File: config.mk
export PLATFORM = sky130hd
export DESIGN_NAME = wbmp_type0_stream_decoder_top
export DESIGN_NICKNAME = d
export VERILOG_FILES = /design/src/sv/wbmpd_pkg.sv /design/src/sv/wbmp_type0_stream_decoder_top.sv /design/src/sv/wbmpd_front.sv /design/src/sv/wbmpd_queue.sv /design/src/sv/wbmpd_back.sv
export SDC_FILE = /design/constraint.sdc
export NUM_CORES = 1
export LEC_CHECK = 0
export ABC_AREA = 1
export BUFFER_PORTS_ARGS = -buffer_cell sky130_fd_sc_hd__buf_4
export CAP_MARGIN = 30
export CORE_MARGIN = 3
export CORE_UTILIZATION = 45
export DETAILED_ROUTE_END_ITERATION = 7
export MAX_ROUTING_LAYER = met4
export SKIP_LAST_GASP = 1
export SYNTH_ARGS = -nofsm -noshare
export SYNTH_HDL_FRONTEND = slang
export SYNTH_SLANG_ARGS = --single-unit
File: constraint.sdc
create_clock -name aclk -period 9.6 [get_ports aclk]
set_input_delay 0 -clock aclk [delete_from_list [all_inputs] [get_ports aclk]]
set_output_delay 0 -clock aclk [all_outputs]
set_load 0.005 [all_outputs]
File: src/sv/wbmpd_pkg.sv
// ----------------------------------------------------------------------------
// WBMP type 0 decoder package
// Shared widths, codes, payload structs and the request struct that passes
// from the parser front end to the pixel expander.
// ----------------------------------------------------------------------------
package wbmpd_pkg;

    // Field parsing
    localparam int FIELD_BYTES = 4;
    localparam int ACC_W       = 7 * FIELD_BYTES;
    localparam int CNT_W       = $clog2(FIELD_BYTES + 1);

    // Image geometry
    localparam int DIM_W       = 17;
    localparam int COORD_W     = 16;
    localparam logic [DIM_W-1:0] IMG_LIMIT = 17'd65536;

    // Pixels per row byte
    localparam int PIX_PER_BYTE = 8;
    localparam int PIX_CNT_W    = $clog2(PIX_PER_BYTE + 1);
    localparam int PIX_IDX_W    = $clog2(PIX_PER_BYTE);

    // Request queue
    localparam int QUEUE_DEPTH = 2;
    localparam int QPTR_W      = $clog2(QUEUE_DEPTH);
    localparam int QCNT_W      = $clog2(QUEUE_DEPTH + 1);

    typedef logic [ACC_W-1:0] acc_t;

    typedef enum logic [1:0] {
        KIND_HEADER = 2'd0,
        KIND_PIXEL  = 2'd1,
        KIND_ERROR  = 2'd2
    } kind_t;

    typedef enum logic [2:0] {
        ERR_NONE      = 3'd0,
        ERR_TOO_LONG  = 3'd1,
        ERR_TRUNCATED = 3'd2,
        ERR_BAD_TYPE  = 3'd3,
        ERR_BAD_SIZE  = 3'd4
    } err_t;

    typedef struct packed {
        logic [7:0] data_byte;
        logic       end_of_file;
    } in_item_t;

    typedef struct packed {
        logic [1:0]         kind;
        logic [7:0]         pixel_value;
        logic [COORD_W-1:0] column;
        logic [COORD_W-1:0] row_index;
        logic [DIM_W-1:0]   image_width;
        logic [DIM_W-1:0]   image_height;
        logic [2:0]         error_code;
        logic               image_done;
        logic               last_of_run;
    } out_item_t;

    // One request: an optional header/error message or a pixel run,
    // followed by an optional truncation error.
    typedef struct packed {
        logic                 msg_valid;
        kind_t                msg_kind;
        err_t                 msg_err;
        logic [DIM_W-1:0]     img_w;
        logic [DIM_W-1:0]     img_h;
        logic [PIX_CNT_W-1:0] pix_cnt;
        logic [7:0]           pix_byte;
        logic [COORD_W-1:0]   pix_col;
        logic [COORD_W-1:0]   pix_row;
        logic                 pix_done;
        logic                 trunc;
    } cmd_t;

endpackage

File: src/sv/wbmp_type0_stream_decoder_top.sv
// ----------------------------------------------------------------------------
// WBMP type 0 stream decoder
// Decodes a WBMP file byte stream into a header result, 8-bit pixels and
// error results.
//
//   Port group   Direction  Handshake       Payload
//   s_*          in         valid/ready     data_byte, end_of_file
//   m_*          out        valid/ready     kind .. last_of_run
//   cfg_*        in         write enable    max_dimension (17 bits)
//
// A byte is taken while the two-entry request queue has room; its request is queued,
// and each result is registered in the output register that drives m_valid. The
// expander sets the rate, one result per cycle unless m_ready stalls: per row byte, up
// to eight pixels and a truncation error if it ends the file early; per header byte, zero to two.
// Reset is synchronous and active low; max_dimension resets to 65536.
// A stalled m_ready holds the output register; the queue then fills and drops s_ready.
// ----------------------------------------------------------------------------
module wbmp_type0_stream_decoder_top (
    input  logic                        aclk,
    input  logic                        aresetn,
    input  logic                        cfg_wr_en,
    input  logic [wbmpd_pkg::DIM_W-1:0] cfg_wr_data,
    input  logic                        s_valid,
    output logic                        s_ready,
    input  wbmpd_pkg::in_item_t         s_data,
    output logic                        m_valid,
    input  logic                        m_ready,
    output wbmpd_pkg::out_item_t        m_data
);
    import wbmpd_pkg::*;

    logic push;
    cmd_t push_cmd;
    logic q_full;
    logic head_valid;
    cmd_t head;
    logic pop;

    wbmpd_front u_front (
        .aclk        (aclk),
        .aresetn     (aresetn),
        .cfg_wr_en   (cfg_wr_en),
        .cfg_wr_data (cfg_wr_data),
        .s_valid     (s_valid),
        .s_ready     (s_ready),
        .s_data      (s_data),
        .push        (push),
        .push_cmd    (push_cmd),
        .q_full      (q_full)
    );

    wbmpd_queue u_queue (
        .aclk       (aclk),
        .aresetn    (aresetn),
        .push       (push),
        .push_cmd   (push_cmd),
        .full       (q_full),
        .head_valid (head_valid),
        .head       (head),
        .pop        (pop)
    );

    wbmpd_back u_back (
        .aclk       (aclk),
        .aresetn    (aresetn),
        .head_valid (head_valid),
        .head       (head),
        .pop        (pop),
        .m_valid    (m_valid),
        .m_ready    (m_ready),
        .m_data     (m_data)
    );

endmodule

File: src/sv/wbmpd_front.sv
// ----------------------------------------------------------------------------
// WBMP decoder front end
// Parses header fields, checks type and size, tracks row and column, and
// turns each input byte into at most one request for the expander.
// ----------------------------------------------------------------------------
module wbmpd_front (
    input  logic                        aclk,
    input  logic                        aresetn,
    input  logic                        cfg_wr_en,
    input  logic [wbmpd_pkg::DIM_W-1:0] cfg_wr_data,
    input  logic                        s_valid,
    output logic                        s_ready,
    input  wbmpd_pkg::in_item_t         s_data,
    output logic                        push,
    output wbmpd_pkg::cmd_t             push_cmd,
    input  logic                        q_full
);
    import wbmpd_pkg::*;

    typedef enum logic [6:0] {
        PH_TYPE   = 7'b0000001,
        PH_FIX    = 7'b0000010,
        PH_WIDTH  = 7'b0000100,
        PH_HEIGHT = 7'b0001000,
        PH_PIXELS = 7'b0010000,
        PH_DONE   = 7'b0100000,
        PH_ERROR  = 7'b1000000
    } phase_t;

    logic [DIM_W-1:0] max_dim_reg;
    phase_t           phase_reg, phase_next, phase_mid;
    acc_t             acc_reg, acc_next;
    logic [CNT_W-1:0] cnt_reg, cnt_next;
    logic             type_nz_reg, type_nz_next;
    acc_t             width_reg, width_next;
    acc_t             height_reg, height_next;
    logic [DIM_W-1:0] col_reg, col_next;
    logic [DIM_W-1:0] row_reg, row_next;

    logic                 accept;
    logic [7:0]           b;
    acc_t                 acc_shift;
    logic [CNT_W-1:0]     cnt_inc;
    logic [DIM_W-1:0]     lim;
    acc_t                 lim_ext;
    logic [DIM_W-1:0]     wd;
    logic [DIM_W-1:0]     rem;
    logic [PIX_CNT_W-1:0] npix;
    logic [DIM_W-1:0]     col_end;
    logic [DIM_W-1:0]     row_inc;
    logic                 row_end;
    logic                 last_row;
    cmd_t                 cmd;

    assign s_ready = !q_full;
    assign accept  = s_valid && s_ready;
    assign b       = s_data.data_byte;

    // Shared arithmetic for field and pixel bytes
    assign acc_shift = acc_t'({acc_reg, b[6:0]});
    assign cnt_inc   = cnt_reg + CNT_W'(1);
    assign lim       = (max_dim_reg < IMG_LIMIT) ? max_dim_reg : IMG_LIMIT;
    assign lim_ext   = ACC_W'(lim);
    assign wd        = width_reg[DIM_W-1:0];
    assign rem       = wd - col_reg;
    assign npix      = (rem >= DIM_W'(PIX_PER_BYTE)) ? PIX_CNT_W'(PIX_PER_BYTE)
                                                     : rem[PIX_CNT_W-1:0];
    assign col_end   = col_reg + DIM_W'(npix);
    assign row_inc   = row_reg + DIM_W'(1);
    assign row_end   = (col_end == wd);
    assign last_row  = (row_inc == height_reg[DIM_W-1:0]);

    // Parse one byte and build its request
    always_comb begin
        phase_mid    = phase_reg;
        acc_next     = acc_reg;
        cnt_next     = cnt_reg;
        type_nz_next = type_nz_reg;
        width_next   = width_reg;
        height_next  = height_reg;
        col_next     = col_reg;
        row_next     = row_reg;
        cmd          = '0;
        cmd.msg_kind = KIND_HEADER;
        cmd.msg_err  = ERR_NONE;

        if (accept) begin
            case (phase_reg)
                PH_TYPE, PH_WIDTH, PH_HEIGHT: begin
                    if (b[7]) begin
                        acc_next = acc_shift;
                        cnt_next = cnt_inc;
                        if (cnt_inc >= CNT_W'(FIELD_BYTES)) begin
                            cmd.msg_valid = 1'b1;
                            cmd.msg_kind  = KIND_ERROR;
                            cmd.msg_err   = ERR_TOO_LONG;
                            phase_mid     = PH_ERROR;
                        end
                    end else begin
                        acc_next = '0;
                        cnt_next = '0;
                        case (phase_reg)
                            PH_TYPE: begin
                                type_nz_next = (acc_shift != '0);
                                phase_mid    = PH_FIX;
                            end
                            PH_WIDTH: begin
                                width_next = acc_shift;
                                phase_mid  = PH_HEIGHT;
                            end
                            default: begin
                                height_next   = acc_shift;
                                cmd.msg_valid = 1'b1;
                                if (type_nz_reg) begin
                                    cmd.msg_kind = KIND_ERROR;
                                    cmd.msg_err  = ERR_BAD_TYPE;
                                    phase_mid    = PH_ERROR;
                                end else if (width_reg == '0 || acc_shift == '0 ||
                                             width_reg > lim_ext ||
                                             acc_shift > lim_ext) begin
                                    cmd.msg_kind = KIND_ERROR;
                                    cmd.msg_err  = ERR_BAD_SIZE;
                                    phase_mid    = PH_ERROR;
                                end else begin
                                    cmd.msg_kind = KIND_HEADER;
                                    cmd.img_w    = width_reg[DIM_W-1:0];
                                    cmd.img_h    = acc_shift[DIM_W-1:0];
                                    col_next     = '0;
                                    row_next     = '0;
                                    phase_mid    = PH_PIXELS;
                                end
                            end
                        endcase
                    end
                end
                PH_FIX: begin
                    phase_mid = PH_WIDTH;
                end
                PH_PIXELS: begin
                    cmd.pix_cnt  = npix;
                    cmd.pix_byte = b;
                    cmd.pix_col  = col_reg[COORD_W-1:0];
                    cmd.pix_row  = row_reg[COORD_W-1:0];
                    cmd.pix_done = row_end && last_row;
                    if (row_end) begin
                        col_next = '0;
                        row_next = row_inc;
                        if (last_row) begin
                            phase_mid = PH_DONE;
                        end
                    end else begin
                        col_next = col_end;
                    end
                end
                default: begin
                end
            endcase

            // End of file: flag an early end, then clear the parser
            if (s_data.end_of_file) begin
                cmd.trunc = (phase_mid == PH_TYPE) || (phase_mid == PH_FIX) ||
                            (phase_mid == PH_WIDTH) || (phase_mid == PH_HEIGHT) ||
                            (phase_mid == PH_PIXELS);
                phase_mid    = PH_TYPE;
                acc_next     = '0;
                cnt_next     = '0;
                type_nz_next = 1'b0;
                width_next   = '0;
                height_next  = '0;
                col_next     = '0;
                row_next     = '0;
            end
        end
        phase_next = phase_mid;
    end

    assign push     = accept && (cmd.msg_valid || (cmd.pix_cnt != '0) || cmd.trunc);
    assign push_cmd = cmd;

    // Hold parser state and the size limit
    always_ff @(posedge aclk) begin
        if (!aresetn) begin
            max_dim_reg <= IMG_LIMIT;
            phase_reg   <= PH_TYPE;
            acc_reg     <= '0;
            cnt_reg     <= '0;
            type_nz_reg <= 1'b0;
            width_reg   <= '0;
            height_reg  <= '0;
            col_reg     <= '0;
            row_reg     <= '0;
        end else begin
            if (cfg_wr_en) begin
                max_dim_reg <= cfg_wr_data;
            end
            phase_reg   <= phase_next;
            acc_reg     <= acc_next;
            cnt_reg     <= cnt_next;
            type_nz_reg <= type_nz_next;
            width_reg   <= width_next;
            height_reg  <= height_next;
            col_reg     <= col_next;
            row_reg     <= row_next;
        end
    end

    a_eof_clears: assert property (@(posedge aclk) disable iff (!aresetn)
        accept && s_data.end_of_file |=> (phase_reg == PH_TYPE) && (cnt_reg == '0))
        else $error("parser not cleared after end of file");

    a_pix_geom: assert property (@(posedge aclk) disable iff (!aresetn)
        phase_reg == PH_PIXELS |-> (width_reg != '0) && (width_reg <= ACC_W'(IMG_LIMIT))
                                   && (col_reg < wd))
        else $error("pixel phase with bad geometry");

endmodule

File: src/sv/wbmpd_queue.sv
// ----------------------------------------------------------------------------
// WBMP decoder request queue
// Small register FIFO between the parser and the expander; the head is
// visible for the expander to work on in place.
// ----------------------------------------------------------------------------
module wbmpd_queue (
    input  logic            aclk,
    input  logic            aresetn,
    input  logic            push,
    input  wbmpd_pkg::cmd_t push_cmd,
    output logic            full,
    output logic            head_valid,
    output wbmpd_pkg::cmd_t head,
    input  logic            pop
);
    import wbmpd_pkg::*;

    cmd_t              entries_reg [QUEUE_DEPTH];
    logic [QPTR_W-1:0] wr_ptr_reg, wr_ptr_next;
    logic [QPTR_W-1:0] rd_ptr_reg, rd_ptr_next;
    logic [QCNT_W-1:0] count_reg, count_next;

    assign full       = (count_reg == QCNT_W'(QUEUE_DEPTH));
    assign head_valid = (count_reg != '0);
    assign head       = entries_reg[rd_ptr_reg];

    // Advance pointers and occupancy
    always_comb begin
        wr_ptr_next = wr_ptr_reg;
        rd_ptr_next = rd_ptr_reg;
        count_next  = count_reg;
        if (push) begin
            wr_ptr_next = (wr_ptr_reg == QPTR_W'(QUEUE_DEPTH - 1)) ? '0
                                                                   : wr_ptr_reg + QPTR_W'(1);
        end
        if (pop) begin
            rd_ptr_next = (rd_ptr_reg == QPTR_W'(QUEUE_DEPTH - 1)) ? '0
                                                                   : rd_ptr_reg + QPTR_W'(1);
        end
        case ({push, pop})
            2'b10:   count_next = count_reg + QCNT_W'(1);
            2'b01:   count_next = count_reg - QCNT_W'(1);
            default: count_next = count_reg;
        endcase
    end

    always_ff @(posedge aclk) begin
        if (!aresetn) begin
            wr_ptr_reg <= '0;
            rd_ptr_reg <= '0;
            count_reg  <= '0;
        end else begin
            wr_ptr_reg <= wr_ptr_next;
            rd_ptr_reg <= rd_ptr_next;
            count_reg  <= count_next;
        end
    end

    // Store requests
    always_ff @(posedge aclk) begin
        if (push) begin
            entries_reg[wr_ptr_reg] <= push_cmd;
        end
    end

    a_no_overflow: assert property (@(posedge aclk) disable iff (!aresetn)
        full |-> !push)
        else $error("request pushed into full queue");

    a_no_underflow: assert property (@(posedge aclk) disable iff (!aresetn)
        pop |-> head_valid)
        else $error("request popped from empty queue");

endmodule

File: src/sv/wbmpd_back.sv
// ----------------------------------------------------------------------------
// WBMP decoder expander
// Works through the queue head one result per cycle unless stalled: a header
// or error message, or up to eight pixels, then an optional truncation error.
// ----------------------------------------------------------------------------
module wbmpd_back (
    input  logic                 aclk,
    input  logic                 aresetn,
    input  logic                 head_valid,
    input  wbmpd_pkg::cmd_t      head,
    output logic                 pop,
    output logic                 m_valid,
    input  logic                 m_ready,
    output wbmpd_pkg::out_item_t m_data
);
    import wbmpd_pkg::*;

    typedef enum logic [1:0] {
        ST_MAIN  = 2'b01,
        ST_TRUNC = 2'b10
    } st_t;

    st_t                  st_reg, st_next;
    logic [PIX_IDX_W-1:0] idx_reg, idx_next;
    logic                 m_valid_reg;
    out_item_t            m_data_reg;

    logic                 advance;
    logic                 fire;
    logic                 fin;
    logic                 last_pix;
    out_item_t            res;

    assign advance  = !m_valid_reg || m_ready;
    assign fire     = head_valid && advance;
    assign last_pix = ((PIX_CNT_W'(idx_reg) + PIX_CNT_W'(1)) == head.pix_cnt);

    // Pick the next result from the head request
    always_comb begin
        res      = '0;
        fin      = 1'b0;
        st_next  = st_reg;
        idx_next = idx_reg;
        case (st_reg)
            ST_MAIN: begin
                if (head.msg_valid) begin
                    res.kind         = head.msg_kind;
                    res.error_code   = head.msg_err;
                    res.image_width  = head.img_w;
                    res.image_height = head.img_h;
                    fin              = !head.trunc;
                    if (head.trunc) begin
                        st_next = ST_TRUNC;
                    end
                end else if (head.pix_cnt != '0) begin
                    res.kind        = KIND_PIXEL;
                    res.pixel_value = head.pix_byte[3'd7 - idx_reg] ? 8'hff : 8'h00;
                    res.column      = head.pix_col + COORD_W'(idx_reg);
                    res.row_index   = head.pix_row;
                    res.image_done  = head.pix_done && last_pix;
                    if (last_pix) begin
                        idx_next = '0;
                        fin      = !head.trunc;
                        if (head.trunc) begin
                            st_next = ST_TRUNC;
                        end
                    end else begin
                        idx_next = idx_reg + PIX_IDX_W'(1);
                    end
                end else begin
                    res.kind       = KIND_ERROR;
                    res.error_code = ERR_TRUNCATED;
                    fin            = 1'b1;
                end
            end
            ST_TRUNC: begin
                res.kind       = KIND_ERROR;
                res.error_code = ERR_TRUNCATED;
                fin            = 1'b1;
                st_next        = ST_MAIN;
            end
            default: begin
                st_next = ST_MAIN;
            end
        endcase
        res.last_of_run = fin;
    end

    assign pop = fire && fin;

    // Output register and expansion progress
    always_ff @(posedge aclk) begin
        if (!aresetn) begin
            st_reg      <= ST_MAIN;
            idx_reg     <= '0;
            m_valid_reg <= 1'b0;
        end else if (advance) begin
            m_valid_reg <= head_valid;
            if (head_valid) begin
                st_reg  <= st_next;
                idx_reg <= idx_next;
            end
        end
    end

    always_ff @(posedge aclk) begin
        if (fire) begin
            m_data_reg <= res;
        end
    end

    assign m_valid = m_valid_reg;
    assign m_data  = m_data_reg;

    a_trunc_ends_request: assert property (@(posedge aclk) disable iff (!aresetn)
        fire && (st_reg == ST_TRUNC) |-> pop && (idx_reg == '0))
        else $error("truncation result did not close its request");

endmodule

==> out/results.txt <==
Pin slew with the least headroom to its limit: 1000 ps
PwrDens: 291 mW/mm²
Max Clk Rate: 149 MHz
Initial Util: 0.458
Xor and xnor area share after synthesis: 0.0205
Final GP Congestion: 0.936
Worst vdd ir: 0.196 mV
GRT overflow: 0
Min cycle time layout: 6720 ps
GRT Total Usage: 0.243
Largest family of logic cells by synthesized area: simple AND/OR/NAND/NOR gates
CTS H-tree lvls: 2
Die ar.: 0.0442 mm²
Mean Syn Cell Area: 8.98 µm²
Design area: 0.0219 mm²
Crit-path slowest cell: buf_4
Hold path cells: 3
CP Class: reg2reg
Multiplexer share of the synthesized area: 0.00693
Crit. End Element: flop
Layout Skew: 24.6 ps
CTS Buffer Depth: 3
Area Overhead vs Synth: 16.6%
Worst-skew pair later-pin latency: 570 ps
Initial antenna violation count: 0
Storage cell area: 0.0101 mm²
LEAKAGE: 8.86 nW
DP HPWL: 37.8 mm
Chip width: 210 µm
Hold WS: 21.9 ps
Largest net degree at the start of global routing: 78
Number of flip-flops in the largest register: 170
Synth Net Count: 2186
Total Routed Length: 52.8 mm
Netlist Area Pre-Place: 0.0188 mm²
RSZ-0062 raised after global routing: no
Async S/R FF share, synth: 0
Initial DRC Count: 1263
Synth warn: 0
Final setup viols: 0
Num ports: 114
Via-to-Cell Ratio: 5.41
Outcome: finished, final reports clean
Post-synth EDFFs: 244
Filler cells: 3775
Arrival time of the worst setup path: 6900 ps
Seq/Total Area, Yosys: 0.539
CTS root buf: clkbuf_16
First-pass GRT wire length: 81.2 mm
Cts bufs inserted: 41
Setup TNS: 0 ps
Slew Limit Fails: 0
Hold Crit Class: in2reg
Simple-Gate Fraction of Synth Area: 0.209
Critical Path Max Stage Delay: 810 ps
Unique masters post-synth: 53
Normalized max-slew margin: 0.330
Vias in the first global route: 13938
Yosys reg bits: 383
Area occupied by multi-input gates: 0.00749 mm²
Synthesized netlist cell count: 2090
Hold Fails Final Rpt: 0
DR vias: 15049
CTS tree: built
Reg2Reg Depth: 40
Synth Area in Adders: 0.0445
Ys flop type: edfxtp_1
Critical path peak fanout: 68
Max Cap Viol: 0
Most frequent cell on the critical path: nand2_1
# diodes: 0
WL/cell: 19.0 µm
Core area: 0.0410 mm²
CTS sink cnt: 383
Layout cells sized above 1: 0.113
Post-route ant nets: 0
Postcts setup bufs: 0
Startpoint Class: flop
Post-layout net count: 2312
# DRC: 0
I/O Buffers: 113
CP Data Required Time: 9780 ps
Placed inst area: 0.0201 mm²
Post-cts sizing count: 0
Final Cycle Share: 0.700
# rows: 74
CTS clk-pin slew, worst paths: 60 ps
Die H: 210 µm
Complex-gate fraction of the synthesized area: 0.116
DRT Pass-1 Iters: 6
Hold_buf cts: 44
critical path, delay by kind of cell (launching register included):
kind / cells / cell delay [ps]
flops: 1 / 380
buf+inv: 4 / 1220
xor+xnor: 1 / 310
simple gates: 31 / 2870
compound gates: 1 / 550
fa+ha+maj: 3 / 900
path summary, 6_finish.rpt:
check                                    end                  start  slack, ps
setup reg to reg  u_queue.entries_reg[1][64]   u_front.width_reg[0]       2880
setup / recovery  u_queue.entries_reg[1][64]   u_front.width_reg[0]       2880
hold / removal        u_front.max_dim_reg[0]              cfg_wr_en         20
hold reg to reg        u_front.width_reg[21]  u_front.width_reg[21]        460
through the flow:
step / instances / setup WS, ps / total power (W) / utilization
after floorplan: 2090 / 818 / 0.00395 / -
after global placement: 2659 / 2960 / 0.00474 / 0.488
after detailed placement: 2661 / 2940 / 0.00477 / 0.489
after CTS: 2780 / 2900 / 0.00642 / 0.533
after global routing: 2780 / 2070 / 0.00678 / 0.533
final: 2780 / 2880 / 0.00637 / 0.533
area by class of cell:
class                      count  area share
sequential                   383       0.462
multi-input combinational   1402       0.342
timing repair buffer         172      0.0651
clock buffer                  52      0.0511
inverter                     216      0.0371
tap                          532      0.0304
clock inverter                23      0.0120
per-layer routing:
layer,vias to the layer above,GRT usage,part of all wire
met5,-,-,0
met4,0,0.0807,0.030
met3,81,0.0327,0.060
met2,486,0.351,0.43
met1,7106,0.355,0.48
li1,7376,-,-
cells in the mapped netlist, types with 15 or more instances:
master / n / share of area
a211oi_1: 16 / 0.0064
a21oi_1: 197 / 0.053
clkbuf_1: 66 / 0.013
dfxtp_1: 139 / 0.15
edfxtp_1: 244 / 0.39
ha_1: 62 / 0.041
inv_1: 206 / 0.041
nand2_1: 391 / 0.078
nand3_1: 88 / 0.023
nand4_1: 36 / 0.012
nor2_1: 245 / 0.049
nor3_1: 70 / 0.019
nor4_1: 15 / 0.0050
o21ai_0: 115 / 0.031
or2_2: 16 / 0.0053
xor2_1: 38 / 0.018
cell families after synthesis:
| family | count (synthesis) |
|---|---|
| compound gates | 380 |
| flops | 383 |
| simple gates | 900 |
| buf+inv | 305 |
| mux | 13 |
| fa+ha+maj | 65 |
| xor+xnor | 44 |
placed cells by master, fill, tap and decap left out, types with 6 or more instances in the layout:
master / n
nor3b_1: 9
xnor2_1: 6
nand2_1: 391
nand2_2: 8
clkinv_1: 11
nor2_1: 243
nand3_1: 88
inv_1: 205
a31oi_1: 6
dlygate4sd3_1: 44
nand4_1: 36
a21oi_1: 196
nor4_1: 15
xor2_1: 38
a211oi_1: 16
o2111a_1: 8
a211oi_2: 12
clkbuf_1: 6
edfxtp_1: 244
nor3_1: 70
dfxtp_1: 138
mux2i_1: 13
clkbuf_16: 41
ha_1: 62
buf_4: 126
clkinv_2: 8
o21ai_0: 115
or2_2: 16
power by group:
part	switching, W	leakage [nW]	internal (W)
registers	0.000208	3.47	0.00226
logic	0.00147	4.71	0.000811
clock network	0.000658	0.683	0.000964
No activity file was read; power rests on OpenSTA's default activity.
